**config.mk**
```make
export PLATFORM = sky130hd
export DESIGN_NAME = newreno_window_update
export DESIGN_NICKNAME = d
export VERILOG_FILES = /design/src/sv/nwr_pkg.sv /design/src/sv/nwr_alu.sv /design/src/sv/newreno_window_update.sv
export SDC_FILE = /design/constraint.sdc
export NUM_CORES = 1
export LEC_CHECK = 0
export BUFFER_PORTS_ARGS = -buffer_cell sky130_fd_sc_hd__buf_2
export CORE_MARGIN = 2
export CORE_UTILIZATION = 40
export DETAILED_ROUTE_END_ITERATION = 10
export RECOVER_POWER = 50
export SLEW_MARGIN = 30
export SYNTH_ARGS = -nofsm -noshare
export SYNTH_HDL_FRONTEND = slang
export SYNTH_SLANG_ARGS = --single-unit
```
**constraint.sdc**
```tcl
create_clock -name clk_i -period 6.6 [get_ports clk_i]
set_clock_uncertainty 0.1 [all_clocks]
set_input_delay 0.33 -clock clk_i [delete_from_list [all_inputs] [get_ports clk_i]]
set_output_delay 0.33 -clock clk_i [all_outputs]
set_load 0.01 [all_outputs]
```
**src/sv/nwr_pkg.sv**
```systemverilog
// nwr_pkg: shared types and constants for the NewReno window update block.
// Used by nwr_alu and newreno_window_update; depends on nothing.
package nwr_pkg;

  // Width of window, threshold and accumulator state.
  localparam int unsigned WIN_W = 40;
  localparam int unsigned DG_W  = 16;  // datagram size register
  localparam int unsigned IW_W  = 24;  // initial window register
  localparam int unsigned ACK_W = 20;  // acked bytes field
  localparam int unsigned CMD_W = 2;
  localparam int unsigned CNT_W = $clog2(WIN_W);

  localparam int unsigned IN_DATA_W  = ((ACK_W + 7) / 8) * 8;
  localparam int unsigned OUT_DATA_W = ((2 * WIN_W + 1 + 7) / 8) * 8;

  localparam logic [DG_W-1:0] DG_RESET = DG_W'(1200);
  localparam logic [IW_W-1:0] IW_RESET = IW_W'(307200);

  // Event codes.
  localparam logic [CMD_W-1:0] CMD_ACK  = 2'd0;
  localparam logic [CMD_W-1:0] CMD_CONG = 2'd1;
  localparam logic [CMD_W-1:0] CMD_PERS = 2'd2;

  // Register indexes.
  localparam logic CFG_DATAGRAM = 1'b0;
  localparam logic CFG_INIT_WIN = 1'b1;

  // Operation of the shared adder.
  typedef enum logic {
    ALU_ADD_SAT,
    ALU_SUB
  } alu_op_e;

  typedef struct packed {
    logic [WIN_W-1:0] res;  // saturated sum or raw difference
    logic             ge;   // subtract: a >= b
  } alu_out_t;

endpackage

```
**src/sv/nwr_alu.sv**
```systemverilog
// nwr_alu: shared WIN_W-bit adder, saturating add or subtract with compare.
// Depends on nwr_pkg.
module nwr_alu (
  input  logic [nwr_pkg::WIN_W-1:0] a_i,
  input  logic [nwr_pkg::WIN_W-1:0] b_i,
  input  nwr_pkg::alu_op_e          op_i,
  output nwr_pkg::alu_out_t         out_o
);

  logic                      is_sub;
  logic [nwr_pkg::WIN_W-1:0] b_op;
  logic [nwr_pkg::WIN_W:0]   sum;

  assign is_sub = (op_i == nwr_pkg::ALU_SUB);
  assign b_op   = is_sub ? ~b_i : b_i;
  assign sum    = {1'b0, a_i} + {1'b0, b_op} + {{nwr_pkg::WIN_W{1'b0}}, is_sub};

  always_comb begin
    out_o.ge = sum[nwr_pkg::WIN_W];
    if (!is_sub && sum[nwr_pkg::WIN_W]) begin
      out_o.res = '1;  // clamp at window maximum
    end else begin
      out_o.res = sum[nwr_pkg::WIN_W-1:0];
    end
  end

endmodule

```
**src/sv/newreno_window_update.sv**
```systemverilog
// newreno_window_update: NewReno window, threshold and avoidance accumulator on one adder.
// Unknown events go straight to finish; congestion and persistent events update state
// first; acks compare, then add (slow start) or accumulate and loop (avoidance, zero window
// grown first; bit-serial remainder at zero datagram size). Requests are taken only in idle;
// a result waiting in the output register stalls only the load of the following one.
// Reset (async, active low): datagram 1200, window 307200, threshold unset, acc 0.
module newreno_window_update (
  input  logic                           clk_i,
  input  logic                           rst_ni,
  // event requests
  input  logic                           s_axis_tvalid,
  output logic                           s_axis_tready,
  input  logic [nwr_pkg::IN_DATA_W-1:0]  s_axis_tdata,   // [19:0] ack_len
  input  logic [nwr_pkg::CMD_W-1:0]      s_axis_tuser,   // [1:0] cmd
  // results
  output logic                           m_axis_tvalid,
  input  logic                           m_axis_tready,
  output logic [nwr_pkg::OUT_DATA_W-1:0] m_axis_tdata,   // [39:0] window_bytes,
                                                         // [79:40] threshold_bytes,
                                                         // [80] phase
  // configuration
  input  logic                           cfg_we_i,
  input  logic                           cfg_idx_i,
  input  logic [nwr_pkg::IW_W-1:0]       cfg_data_i
);

  localparam int unsigned W = nwr_pkg::WIN_W;

  typedef enum logic [3:0] {
    ST_IDLE,
    ST_ACK_CMP,   // window vs threshold: slow start or avoidance
    ST_ACK_SS,    // window += acked
    ST_ACK_CA,    // acc += acked
    ST_ZERO_WIN,  // zero window grows by one datagram
    ST_LOOP_CMP,  // acc -= window while acc >= window
    ST_LOOP_INC,  // window += datagram
    ST_MOD,       // acc %= window, one bit a cycle
    ST_CONG,
    ST_PERS,
    ST_FINISH     // phase compare and load of the output register
  } state_e;

  state_e                     state_q, state_d;
  logic [nwr_pkg::DG_W-1:0]   dg_q, dg_d;
  logic [W-1:0]               win_q, win_d;
  logic [W-1:0]               thr_q, thr_d;
  logic                       thr_vld_q, thr_vld_d;
  logic [W-1:0]               acc_q, acc_d;
  logic [W-1:0]               rem_q, rem_d;
  logic [nwr_pkg::CNT_W-1:0]  cnt_q, cnt_d;
  logic [nwr_pkg::ACK_W-1:0]  ack_q, ack_d;
  logic                       out_vld_q, out_vld_d;
  logic [nwr_pkg::OUT_DATA_W-1:0] out_q, out_d;

  logic [W-1:0]               alu_a, alu_b;
  nwr_pkg::alu_op_e           alu_op;
  nwr_pkg::alu_out_t          alu_out;

  logic [W-1:0]               floor2;
  logic [W-1:0]               half;
  logic [W-1:0]               mod_shift;
  logic                       mod_ge;
  logic                       in_fire;

  nwr_alu u_alu (
    .a_i   (alu_a),
    .b_i   (alu_b),
    .op_i  (alu_op),
    .out_o (alu_out)
  );

  assign floor2    = W'({dg_q, 1'b0});
  assign half      = win_q >> 1;
  // remainder step: shift in the next dividend bit; a carry out of the top
  // means the shifted value is surely at least the window
  assign mod_shift = {rem_q[W-2:0], acc_q[W-1]};
  assign mod_ge    = rem_q[W-1] | alu_out.ge;

  assign s_axis_tready = (state_q == ST_IDLE);
  assign in_fire       = s_axis_tvalid && s_axis_tready;
  assign m_axis_tvalid = out_vld_q;
  assign m_axis_tdata  = out_q;

  // operand selection for the shared adder
  always_comb begin
    alu_a  = win_q;
    alu_b  = thr_q;
    alu_op = nwr_pkg::ALU_SUB;
    unique case (state_q)
      ST_ACK_SS: begin
        alu_a  = win_q;
        alu_b  = W'(ack_q);
        alu_op = nwr_pkg::ALU_ADD_SAT;
      end
      ST_ACK_CA: begin
        alu_a  = acc_q;
        alu_b  = W'(ack_q);
        alu_op = nwr_pkg::ALU_ADD_SAT;
      end
      ST_ZERO_WIN, ST_LOOP_INC: begin
        alu_a  = win_q;
        alu_b  = W'(dg_q);
        alu_op = nwr_pkg::ALU_ADD_SAT;
      end
      ST_LOOP_CMP: begin
        alu_a  = acc_q;
        alu_b  = win_q;
      end
      ST_MOD: begin
        alu_a  = mod_shift;
        alu_b  = win_q;
      end
      ST_CONG: begin
        alu_a  = half;
        alu_b  = floor2;
      end
      default: begin
        alu_a  = win_q;
        alu_b  = thr_q;
      end
    endcase
  end

  // sequencer
  always_comb begin
    state_d   = state_q;
    dg_d      = dg_q;
    win_d     = win_q;
    thr_d     = thr_q;
    thr_vld_d = thr_vld_q;
    acc_d     = acc_q;
    rem_d     = rem_q;
    cnt_d     = cnt_q;
    ack_d     = ack_q;
    out_vld_d = out_vld_q;
    out_d     = out_q;

    if (out_vld_q && m_axis_tready) begin
      out_vld_d = 1'b0;
    end

    unique case (state_q)
      ST_IDLE: begin
        if (in_fire) begin
          ack_d = s_axis_tdata[nwr_pkg::ACK_W-1:0];
          unique case (s_axis_tuser)
            nwr_pkg::CMD_ACK:  state_d = ST_ACK_CMP;
            nwr_pkg::CMD_CONG: state_d = ST_CONG;
            nwr_pkg::CMD_PERS: state_d = ST_PERS;
            default:           state_d = ST_FINISH;  // unknown event: report only
          endcase
        end
      end
      ST_ACK_CMP: begin
        state_d = (!thr_vld_q || !alu_out.ge) ? ST_ACK_SS : ST_ACK_CA;
      end
      ST_ACK_SS: begin
        win_d   = alu_out.res;
        state_d = ST_FINISH;
      end
      ST_ACK_CA: begin
        acc_d = alu_out.res;
        if (win_q == '0) begin
          state_d = ST_ZERO_WIN;
        end else if (dg_q == '0) begin
          rem_d   = '0;
          cnt_d   = '0;
          state_d = ST_MOD;
        end else begin
          state_d = ST_LOOP_CMP;
        end
      end
      ST_ZERO_WIN: begin
        win_d = alu_out.res;
        if (dg_q == '0) begin
          acc_d   = '0;
          state_d = ST_FINISH;
        end else begin
          state_d = ST_LOOP_CMP;
        end
      end
      ST_LOOP_CMP: begin
        if (alu_out.ge) begin
          acc_d   = alu_out.res;
          state_d = ST_LOOP_INC;
        end else begin
          state_d = ST_FINISH;
        end
      end
      ST_LOOP_INC: begin
        win_d   = alu_out.res;
        state_d = ST_LOOP_CMP;
      end
      ST_MOD: begin
        rem_d = mod_ge ? alu_out.res : mod_shift;
        acc_d = acc_q << 1;
        cnt_d = cnt_q + 1'b1;
        if (cnt_q == nwr_pkg::CNT_W'(W - 1)) begin
          acc_d   = rem_d;
          state_d = ST_FINISH;
        end
      end
      ST_CONG: begin
        thr_d     = alu_out.ge ? half : floor2;
        win_d     = thr_d;
        thr_vld_d = 1'b1;
        acc_d     = '0;
        state_d   = ST_FINISH;
      end
      ST_PERS: begin
        thr_d     = floor2;
        win_d     = floor2;
        thr_vld_d = 1'b1;
        acc_d     = '0;
        state_d   = ST_FINISH;
      end
      ST_FINISH: begin
        // adder compares window against threshold for the phase bit
        if (!out_vld_q || m_axis_tready) begin
          out_vld_d = 1'b1;
          out_d     = nwr_pkg::OUT_DATA_W'({thr_vld_q && alu_out.ge,
                                            thr_vld_q ? thr_q : {W{1'b0}},
                                            win_q});
          state_d   = ST_IDLE;
        end
      end
      default: state_d = ST_IDLE;
    endcase

    // configuration writes are expected only while idle; initial window reloads state
    if (cfg_we_i) begin
      unique case (cfg_idx_i)
        nwr_pkg::CFG_DATAGRAM: dg_d = cfg_data_i[nwr_pkg::DG_W-1:0];
        nwr_pkg::CFG_INIT_WIN: begin
          win_d     = W'(cfg_data_i);
          thr_d     = '0;
          thr_vld_d = 1'b0;
          acc_d     = '0;
        end
        default: ;
      endcase
    end
  end

  always_ff @(posedge clk_i or negedge rst_ni) begin
    if (!rst_ni) begin
      state_q   <= ST_IDLE;
      dg_q      <= nwr_pkg::DG_RESET;
      win_q     <= W'(nwr_pkg::IW_RESET);
      thr_q     <= '0;
      thr_vld_q <= 1'b0;
      acc_q     <= '0;
      rem_q     <= '0;
      cnt_q     <= '0;
      ack_q     <= '0;
      out_vld_q <= 1'b0;
      out_q     <= '0;
    end else begin
      state_q   <= state_d;
      dg_q      <= dg_d;
      win_q     <= win_d;
      thr_q     <= thr_d;
      thr_vld_q <= thr_vld_d;
      acc_q     <= acc_d;
      rem_q     <= rem_d;
      cnt_q     <= cnt_d;
      ack_q     <= ack_d;
      out_vld_q <= out_vld_d;
      out_q     <= out_d;
    end
  end

endmodule

```
==> impl_metrics.env <==
export IMPL_synth_xor_area_share_pct=1.47
export IMPL_synth_simple_area_share_pct=17.7
export IMPL_timing_final_crit_period_ps=6050
export IMPL_dr_pass1_iters=7
export IMPL_synthArstFlopShare_pct=100
export IMPL_synth_top_family_by_area="compound AO/OA/AOI/OAI gates"
export IMPL_vias=17400
export IMPL_drive_above_1_share_pct=14.3
export IMPL_worst_setup_path_end_kind="flip-flop"
export IMPL_fill_cells=4253
export IMPL_ys_seq_area_share_pct=40.4
export IMPL_htreeDepth=1
export IMPL_grt_total_usage_pct=27.9
export IMPL_synth_edf_count=0
export IMPL_wl_per_cell_um=23.8
export IMPL_cp_required_ps=6960
export IMPL_initial_utilization_pct=40.5
export IMPL_outcome="complete, but fails checks"
export IMPL_cts_root_buf="clkbuf_16"
export IMPL_synth_compound_area_share_pct=26.7
export IMPL_clk_latency_ps=590
export IMPL_critPathLaunchType="flip-flop"
export IMPL_yosysWarnings=0
export IMPL_row_count=77
export IMPL_cts_made_buffers=31
export IMPL_cts_repair_resized=0
export IMPL_first_iter_violations=2345
export IMPL_drv_cap=1
export IMPL_min_path_type="in2reg"
export IMPL_critPathArrivalTime_ps=6420
export IMPL_ant_nets=0
export IMPL_synth_cells=2063
export IMPL_die_w_um=216
export IMPL_syn_avg_cell_area_um2=8.69
export IMPL_tightest_slew_ps=4410
export IMPL_violations="max-capacitance violations, max-slew violations"
export IMPL_synthAdderAreaFrac_pct=2.90
export IMPL_rsz0062_at_grt="false"
export IMPL_globalplace_congestion=0.988
export IMPL_cts_sinks=289
export IMPL_port_buffers=134
export IMPL_layout_nets=2283
export IMPL_grt_pass1_vias=16300
export IMPL_ios=146
export IMPL_drc=0
export IMPL_yosysTopAreaCell="dfrtp_1"
export IMPL_grt_pass1_wl_um=101000
export IMPL_syn_to_final_growth_pct=15.5
export IMPL_cts_setup_buffers=0
export IMPL_synth_area_um2=17900
export IMPL_drv_slew=82
export IMPL_synth_seq_cells=289
export IMPL_criticalPathCategory="reg2reg"
export IMPL_cts_hold_buffers=45
export IMPL_totalWireLength_um=66700
export IMPL_synth_area_mux_share_pct=6.39
export IMPL_maxSlewHeadroom_pct=-194
export IMPL_synth_flop_cell="dfrtp_1"
export IMPL_clk_path_buf_depth=3
export IMPL_die_area_um2=46500
export IMPL_core_um2=44200
export IMPL_netlist_top_cells_count="nand2_1 (342), dfrtp_1 (281), a21oi_1 (156)"
export IMPL_dp_hpwl_um=48100
export IMPL_antenna_found_initial=1
export IMPL_die_h_um=216
export IMPL_crit_path_max_fanout=23
export IMPL_synthTopCellsByArea="dfrtp_1 (39%), nand2_1 (7.2%), mux2_2 (5.7%)"
export IMPL_grt_max_degree=82
export IMPL_hold_viol_final=0
export IMPL_finalCritPeriodShare_pct=91.7
export IMPL_synthMostInstantiatedCell="nand2_1"
export IMPL_setup_viol_count_final=0
export IMPL_tns_ps=0
export IMPL_max_freq_mhz=165
export IMPL_synth_top_area_share_pct=39.2
export IMPL_grt_overflow_total=0
export IMPL_post_drt_via_cell_ratio=6.22
export IMPL_ys_types=95
export IMPL_cts_tree="done"
export IMPL_cts_clk_slew_worst_paths_ps=70
registers in the layout, indices dropped and copies added, names as in the netlist, 4 cells and up:
register      cells
thr_q            40
cnt_q             6
acc_q            40
win_q            40
dg_q             16
state_q           4
ack_q            20
m_axis_tdata     81
rem_q            40
worst max-delay path, cell delays in order, from the launching register on:
cell	delay, ps
dfrtp_1	720
nor2b_1	280
nand2_1	330
nand2_1	420
buf_12	310
a211oi_1	590
ha_1	450
nand4_1	300
nor4b_1	590
or3_4	270
o211ai_2	120
buf_4	200
a31oi_1	380
or3_1	380
o211ai_1	150
a32o_1	300
cells in the final DEF (no fill, tap or decap), types with 51 or more instances in the layout:
cell / synthesis / routed
mux2_2: 91 / 91
clkbuf_1: 126 / 93
a21oi_1: 156 / 154
buf_2: 20 / 51
nor2_1: 141 / 135
a31oi_1: 85 / 85
buf_4: 10 / 69
dfrtp_1: 281 / 281
nand2_1: 342 / 339
o21ai_0: 140 / 139
a22oi_1: 88 / 88
final timing paths:
kind | end | start | cells past startpoint | slack, ps
setup / recovery | acc_q[7] | state_q[2] | 15 | 550
hold / removal | m_axis_tvalid | m_axis_tready | 3 | 90
max in group asynchronous | acc_q[9] | rst_ni | 4 | 2010
min in group asynchronous | thr_q[24] | rst_ni | 2 | 1760
setup reg to reg | acc_q[7] | state_q[2] | 15 | 550
hold reg to reg | m_axis_tdata[55] | m_axis_tdata[55] | 2 | 380
final cells by class:
class                   instances  area (um2)  share of cell area [%]
multi-input cells            1589       10000                    48.4
clock buffers                  44         865                    4.18
inverters                      19        71.3                   0.345
diodes                          2        5.00                  0.0242
repair buffers                256        1670                    8.07
flip-flops and latches        289        7240                    35.0
clock inverters                11        90.1                   0.435
well taps                     592         741                    3.58
layer usage:
metal	up-vias	share of wire (%)	track usage (%)	wire [um]
met5	-	0	0	0
met4	0	3.2	9.15	2110
met3	116	10	5.23	6940
met2	879	42	41.0	28300
met1	8521	44	41.2	29300
li1	7911	-	-	-
cells by family after synthesis:
group | Yosys count
DFF | 289
buffers and inverters | 191
adders and majority gates | 41
muxes | 103
and+or+nand+nor | 693
xor gates and xnor gates | 30
other | 1
AOI/OAI and AO/OA | 715
stage by stage:
stage / hold WS [ps] / cells / instance area, um2 / setup WS [ps] / utilization, %
after floorplan: -65.6 / 2069 / 17900 / 1720 / -
after CTS: 52.1 / 2799 / 20800 / 744 / 47.0
after detailed placement: 249 / 2699 / 19400 / 783 / 43.8
final: 86.3 / 2802 / 20700 / 546 / 46.8
after global placement: 247 / 2699 / 19300 / 811 / 43.8
after global routing: 118 / 2800 / 20700 / 389 / 46.8
Power is not shown: default switching activity piles up to over one toggle a cycle in this logic, so the estimate is an artifact.
